## src/hdl/assert_macros.svh

```systemverilog
// Assertion macros shared by the line-of-fire occlusion RTL.
// No dependencies; included by files that carry concurrent checks.
`ifndef ASSERT_MACROS_SVH
`define ASSERT_MACROS_SVH

// Whenever ante holds, cons must hold on the same edge.
`define ASSERT_IMPL(label, clk, rst_n, ante, cons) \
	label: assert property (@(posedge clk) disable iff (!rst_n) (ante) |-> (cons)) \
		else $error("implication check failed");

// cond must never be seen high.
`define ASSERT_NEVER(label, clk, rst_n, cond) \
	label: assert property (@(posedge clk) disable iff (!rst_n) !(cond)) \
		else $error("forbidden condition seen");

`endif

```

## src/hdl/lofwo_pkg.sv

```systemverilog
// Shared types and constants for the line-of-fire wall occlusion block.
// No dependencies; imported by lofwo_cell and line_of_fire_wall_occlusion.
package lofwo_pkg;

	localparam int COORD_BITS    = 12;
	localparam int SLOT_BITS     = 4;
	localparam int COUNT_BITS    = 5;
	localparam int CFG_IDX_BITS  = 2;
	localparam int CFG_DATA_BITS = COORD_BITS;
	localparam int MAX_WALLS_DEF = 16;

	typedef logic [COORD_BITS-1:0]          coord_t;
	typedef logic signed [COORD_BITS:0]     delta_t;
	typedef logic signed [2*COORD_BITS+1:0] prod_t;
	typedef logic signed [2*COORD_BITS+2:0] cross_t;

	typedef enum logic {
		REQ_LOAD  = 1'b0,
		REQ_QUERY = 1'b1
	} req_kind_t;

	typedef enum logic [CFG_IDX_BITS-1:0] {
		REG_SHOOTER_X  = 2'd0,
		REG_SHOOTER_Y  = 2'd1,
		REG_WALL_COUNT = 2'd2
	} cfg_reg_t;

	typedef struct packed {
		logic                 req_type;
		logic [SLOT_BITS-1:0] wall_slot;
		coord_t               corner_a_x;
		coord_t               corner_a_y;
		coord_t               corner_b_x;
		coord_t               corner_b_y;
		coord_t               target_x;
		coord_t               target_y;
	} req_t;

	typedef struct packed {
		logic                 path_clear;
		logic [SLOT_BITS-1:0] blocking_wall;
	} rsp_t;

	// Token moving down the chain. For a load, lo/hi carry the normalized wall;
	// for a query, they carry the bounding box of the segment.
	typedef struct packed {
		logic                 is_query;
		logic [SLOT_BITS-1:0] slot;
		coord_t               lo_x;
		coord_t               hi_x;
		coord_t               lo_y;
		coord_t               hi_y;
		delta_t               dx;
		delta_t               dy;
	} token_t;

	typedef struct packed {
		logic                 found;
		logic [SLOT_BITS-1:0] idx;
	} hit_t;

	typedef struct packed {
		coord_t min_x;
		coord_t max_x;
		coord_t min_y;
		coord_t max_y;
	} wall_t;

endpackage

```

## src/hdl/lofwo_cell.sv

```systemverilog
// One wall cell of the occlusion chain: stores one rectangle and tests passing queries.
// Depends on lofwo_pkg. Two register stages per cell.
module lofwo_cell
	import lofwo_pkg::*;
#(
	parameter int IDX = 0
) (
	input  logic                  clk,
	input  logic                  arst_n,
	input  coord_t                shooter_x,
	input  coord_t                shooter_y,
	input  logic [COUNT_BITS-1:0] wall_count,
	input  logic                  in_vld,
	input  token_t                in_tok,
	input  hit_t                  in_hit,
	output logic                  out_vld,
	output token_t                out_tok,
	output hit_t                  out_hit
);

	wall_t  wall_q;

	delta_t ex0, ex1, ey0, ey1;
	prod_t  a0, a1, b0, b1;
	logic   in_box, active;

	logic   vld_s1;
	token_t tok_s1;
	hit_t   hit_s1;
	logic   cand_s1;
	prod_t  a0_s1, a1_s1, b0_s1, b1_s1;

	cross_t c00, c10, c01, c11;
	logic   all_pos, all_neg;
	hit_t   hit_nxt;

	logic   vld_s2;
	token_t tok_s2;
	hit_t   hit_s2;

	// Load transaction addressed to this cell
	always_ff @(posedge clk) begin
		if (in_vld && !in_tok.is_query && int'(in_tok.slot) == IDX) begin
			wall_q <= '{min_x: in_tok.lo_x, max_x: in_tok.hi_x,
			            min_y: in_tok.lo_y, max_y: in_tok.hi_y};
		end
	end

	// Stage 1: corner offsets times segment direction, box overlap
	assign ex0 = delta_t'({1'b0, wall_q.min_x}) - delta_t'({1'b0, shooter_x});
	assign ex1 = delta_t'({1'b0, wall_q.max_x}) - delta_t'({1'b0, shooter_x});
	assign ey0 = delta_t'({1'b0, wall_q.min_y}) - delta_t'({1'b0, shooter_y});
	assign ey1 = delta_t'({1'b0, wall_q.max_y}) - delta_t'({1'b0, shooter_y});
	assign a0  = ex0 * in_tok.dy;
	assign a1  = ex1 * in_tok.dy;
	assign b0  = ey0 * in_tok.dx;
	assign b1  = ey1 * in_tok.dx;

	assign in_box = !(in_tok.hi_x < wall_q.min_x || in_tok.lo_x > wall_q.max_x ||
	                  in_tok.hi_y < wall_q.min_y || in_tok.lo_y > wall_q.max_y);
	assign active = int'(wall_count) > IDX;

	always_ff @(posedge clk or negedge arst_n) begin
		if (!arst_n) begin
			vld_s1 <= 1'b0;
		end else begin
			vld_s1 <= in_vld;
		end
	end

	always_ff @(posedge clk) begin
		tok_s1  <= in_tok;
		hit_s1  <= in_hit;
		cand_s1 <= in_box && active;
		a0_s1   <= a0;
		a1_s1   <= a1;
		b0_s1   <= b0;
		b1_s1   <= b1;
	end

	// Stage 2: sides of the four corners against the line
	assign c00 = cross_t'(a0_s1) - cross_t'(b0_s1);
	assign c10 = cross_t'(a1_s1) - cross_t'(b0_s1);
	assign c01 = cross_t'(a0_s1) - cross_t'(b1_s1);
	assign c11 = cross_t'(a1_s1) - cross_t'(b1_s1);
	assign all_pos = (c00 > 0) && (c10 > 0) && (c01 > 0) && (c11 > 0);
	assign all_neg = (c00 < 0) && (c10 < 0) && (c01 < 0) && (c11 < 0);

	always_comb begin
		hit_nxt = hit_s1;
		if (tok_s1.is_query && !hit_s1.found && cand_s1 && !(all_pos || all_neg)) begin
			hit_nxt.found = 1'b1;
			hit_nxt.idx   = SLOT_BITS'(IDX);
		end
	end

	always_ff @(posedge clk or negedge arst_n) begin
		if (!arst_n) begin
			vld_s2 <= 1'b0;
		end else begin
			vld_s2 <= vld_s1;
		end
	end

	always_ff @(posedge clk) begin
		tok_s2 <= tok_s1;
		hit_s2 <= hit_nxt;
	end

	assign out_vld = vld_s2;
	assign out_tok = tok_s2;
	assign out_hit = hit_s2;

endmodule

```

## config.mk

```make
export PLATFORM = sky130hd
export DESIGN_NAME = lofwo_cell
export DESIGN_NICKNAME = d
export VERILOG_FILES = /design/src/hdl/assert_macros.svh /design/src/hdl/lofwo_pkg.sv /design/src/hdl/lofwo_cell.sv
export SDC_FILE = /design/constraint.sdc
export NUM_CORES = 2
export LEC_CHECK = 0
export ABC_AREA = 1
export BUFFER_PORTS_ARGS = -buffer_cell sky130_fd_sc_hd__buf_4
export CORE_MARGIN = 4
export CORE_UTILIZATION = 50
export DETAILED_ROUTE_END_ITERATION = 8
export PLACE_DENSITY = 0.74
export SYNTH_ARGS = -nofsm -noshare
export SYNTH_HDL_FRONTEND = slang
export SYNTH_SLANG_ARGS = --single-unit
export TNS_END_PERCENT = 10
```

## constraint.sdc

```tcl
create_clock -name clk -period 10.63 [get_ports clk]
set_input_delay 0.5315 -clock clk [delete_from_list [all_inputs] [get_ports clk]]
set_output_delay 0.5315 -clock clk [all_outputs]
set_load 0.005 [all_outputs]
```

==> flow_metrics.tcl <==
set metrics [dict create \
    coreArea_um2 85100 \
    fp.dieH_um 301 \
    n_antenna_cell 0 \
    gp_congestion 1.03 \
    path_max_fanout 9 \
    grt_util_all_layers_pct 27.2 \
    start_kind "flip-flop" \
    ys_seq_area_share_pct 16.2 \
    hold_class "primary input to flip-flop" \
    cts_buffer_depth 3 \
    slowest_stage "fa_1" \
    grt_max_degree 49 \
    skew_ns 0.0287 \
    first_pass_iters 6 \
    synth_edf_count 48 \
    ios 201 \
    synthTopCellsByCount "nand2_1, inv_1, fa_1" \
    gr-max-usage-layer "met2" \
    max_cap_violations 0 \
    viasPerCell 5.21 \
    yosys_warnings 0 \
    design_area_um2 46900 \
    synth.cell_area_um2 42900 \
    numCtsBuffers 38 \
    path_clk_slew_ns 0.06 \
    cp.arrival_ns 7.86 \
    worst_slack_ns 3.21 \
    hold_violations 0 \
    async_reset_ff_share_pct 0.619 \
    htreeDepth 2 \
    period_share_pct 69.8 \
    dpl.hpwl_um 103000 \
    use_met2_pct 43.7 \
    setup_viol 0 \
    drt-initial-drc-count 2784 \
    yosys.cell_count.top_type "nand2_1" \
    dp_slack_ns 3.02 \
    end_kind "flip-flop" \
    rsz0062_at_grt "false" \
    port_buffers 200 \
    syn_to_final_growth_pct 9.39 \
    via_count 35100 \
    post-cts-setup-buffers 0 \
    grt_util_met3_pct 5.87 \
    rows 107 \
    drt-total-wl_um 121000 \
    syn-instance-count 5388 \
    wl_per_cell_um 17.9 \
    drc_errors 0 \
    synth_top_cell_area_share_pct 30.6 \
    path_class "flip-flop to flip-flop" \
    ant_nets 0 \
    die_w_um 301 \
    outcome "finished, final reports clean" \
    placed_cell_area_um2 45600 \
    timing.setup.tns_ns 0 \
    grt-ovfl-total 0 \
    avgSynthCellArea_um2 7.96 \
    worst_pin_slew_ns 1.10 \
    start_util_pct 50.4 \
    cts.repair.resized 0 \
    antenna_found_initial 0 \
    synth_area_leaders "fa_1, ha_1, dfxtp_1" \
    insertion_delay_ns 0.59 \
    period_needed_ns 7.42 \
    grt_pass1_wl_um 193000 \
    fmax_mhz 135 \
    drv_slew 0 \
    yosysUniqueCellTypes 57 \
    synth_nets 6630 \
    synth_flop_cell "dfxtp_1" \
    cpMostUsedCell "fa_1" \
    clock_sinks 323 \
    die_area_um2 90500 \
    cts-root-buf "clkbuf_16" \
    synth_seq_cells 323 \
    yosys.area.top_type "fa_1" \
    grt_use_met1_pct 36.2 \
    layout-drive-gt1-share_pct 6.33 \
    cp_data_required_time_ns 11.07 \
    grt_pass1_vias 36200 \
    hold_buffers 1 \
    max_stage_delay_ns 0.51 \
    cts_tree "built" \
    relSlewSlack_pct 26.6 \
    nets 6808 \
]
==> cells by family (layout without fill, tap and decap cells) <==
group                      after synthesis  after routing  synth area share, %
buffers and inverters                 1272           1478                 11.2
adders and majority gates             1126           1126                 44.3
and+or+nand+nor                       2135           2135                 20.4
xor gates and xnor gates               144            144                 2.96
AOI/OAI and AO/OA                      388            388                 4.96
DFF                                    323            323                 16.2
==> final timing paths <==
path / from / endpoint / slack (ns) / depth (start not counted)
worst min-delay path: in_tok[37] / tok_s1[37] / 0.06 / 1
worst max register to register: wall_q[14] / b0_s1[25] / 3.21 / 31
worst max-delay path: wall_q[14] / b0_s1[25] / 3.21 / 31
worst min register to register: tok_s1[54] / out_tok[54] / 0.32 / 0
max in group asynchronous: arst_n / out_vld / 10.25 / 2
min in group asynchronous: arst_n / vld_s1 / 0.29 / 2
==> flip-flops by register name, indices dropped and copies added, names as in the netlist <==
signal,count
out_tok,79
a0_s1,26
hit_s1,5
b1_s1,26
out_vld,1
a1_s1,26
cand_s1,1
wall_q,48
out_hit,5
vld_s1,1
tok_s1,79
b0_s1,26
==> layer usage <==
metal / part of all wire, % / vias up
met2: 45 / 1406
met5: 0.051 / -
li1: - / 16700
met4: 4.1 / 2
met1: 42 / 16700
met3: 9.2 / 275
==> final cells by class <==
class                   instances  area (µm²)
clock buffers                  51        1100
clock inverters                17         201
fillers                      8001       38200
inverters                    1204        4520
multi-input cells            3793       31100
flip-flops and latches        323        6960
well taps                    1144        1430
repair buffers                206        1550
==> placed cells by master (no fill, tap or decap), types with 5 or more instances in the layout <==
| cell | netlist | routed |
|---|---|---|
| clkbuf_8 | 0 | 6 |
| nand2_2 | 14 | 14 |
| nor4_1 | 6 | 6 |
| o21ai_1 | 12 | 12 |
| o21ai_0 | 88 | 88 |
| buf_4 | 1 | 205 |
| inv_2 | 7 | 7 |
| nand4_1 | 62 | 62 |
| inv_1 | 1186 | 1186 |
| dfxtp_1 | 273 | 273 |
| clkbuf_16 | 0 | 40 |
| a21oi_1 | 215 | 215 |
| nand3b_1 | 7 | 7 |
| clkinvlp_4 | 0 | 5 |
| and2_1 | 11 | 11 |
| xor2_1 | 84 | 84 |
| ha_1 | 470 | 470 |
| a21o_1 | 6 | 6 |
| nor3_1 | 27 | 26 |
| o21bai_1 | 16 | 16 |
| xnor2_1 | 59 | 59 |
| or2_2 | 28 | 28 |
| fa_1 | 656 | 656 |
| clkinv_1 | 11 | 11 |
| nand3_1 | 165 | 165 |
| clkbuf_1 | 63 | 5 |
| edfxtp_1 | 48 | 48 |
| nand2_1 | 1222 | 1222 |
| a31oi_1 | 19 | 19 |
| inv_6 | 0 | 6 |
| nor2_2 | 13 | 13 |
| nor3_2 | 4 | 5 |
| nor2_1 | 562 | 562 |
==> stage by stage <==
step	utilization, %	instances	hold WS, ns
floorplan	-	5388	0.236
global placement	53.5	6669	0.310
CTS	55.1	6738	0.0296
finish	55.1	6738	0.0617
detailed placement	53.5	6669	0.312
global route	55.1	6738	0.0425
==> worst max-delay path: cells and delay by family (launching register included) <==
kind / cells / cell delay (ns)
flip-flops: 1 / 0.42
XOR/XNOR: 1 / 0.16
AO/OA/AOI/OAI: 12 / 2.16
adder cells (fa/ha/maj): 8 / 3.66
buffers and inverters: 5 / 0.39
AND/OR/NAND/NOR: 5 / 0.46
Power is left out: the tool's default activity adds up to more than one toggle a clock period on the data nets, which glitch-free logic cannot reach.
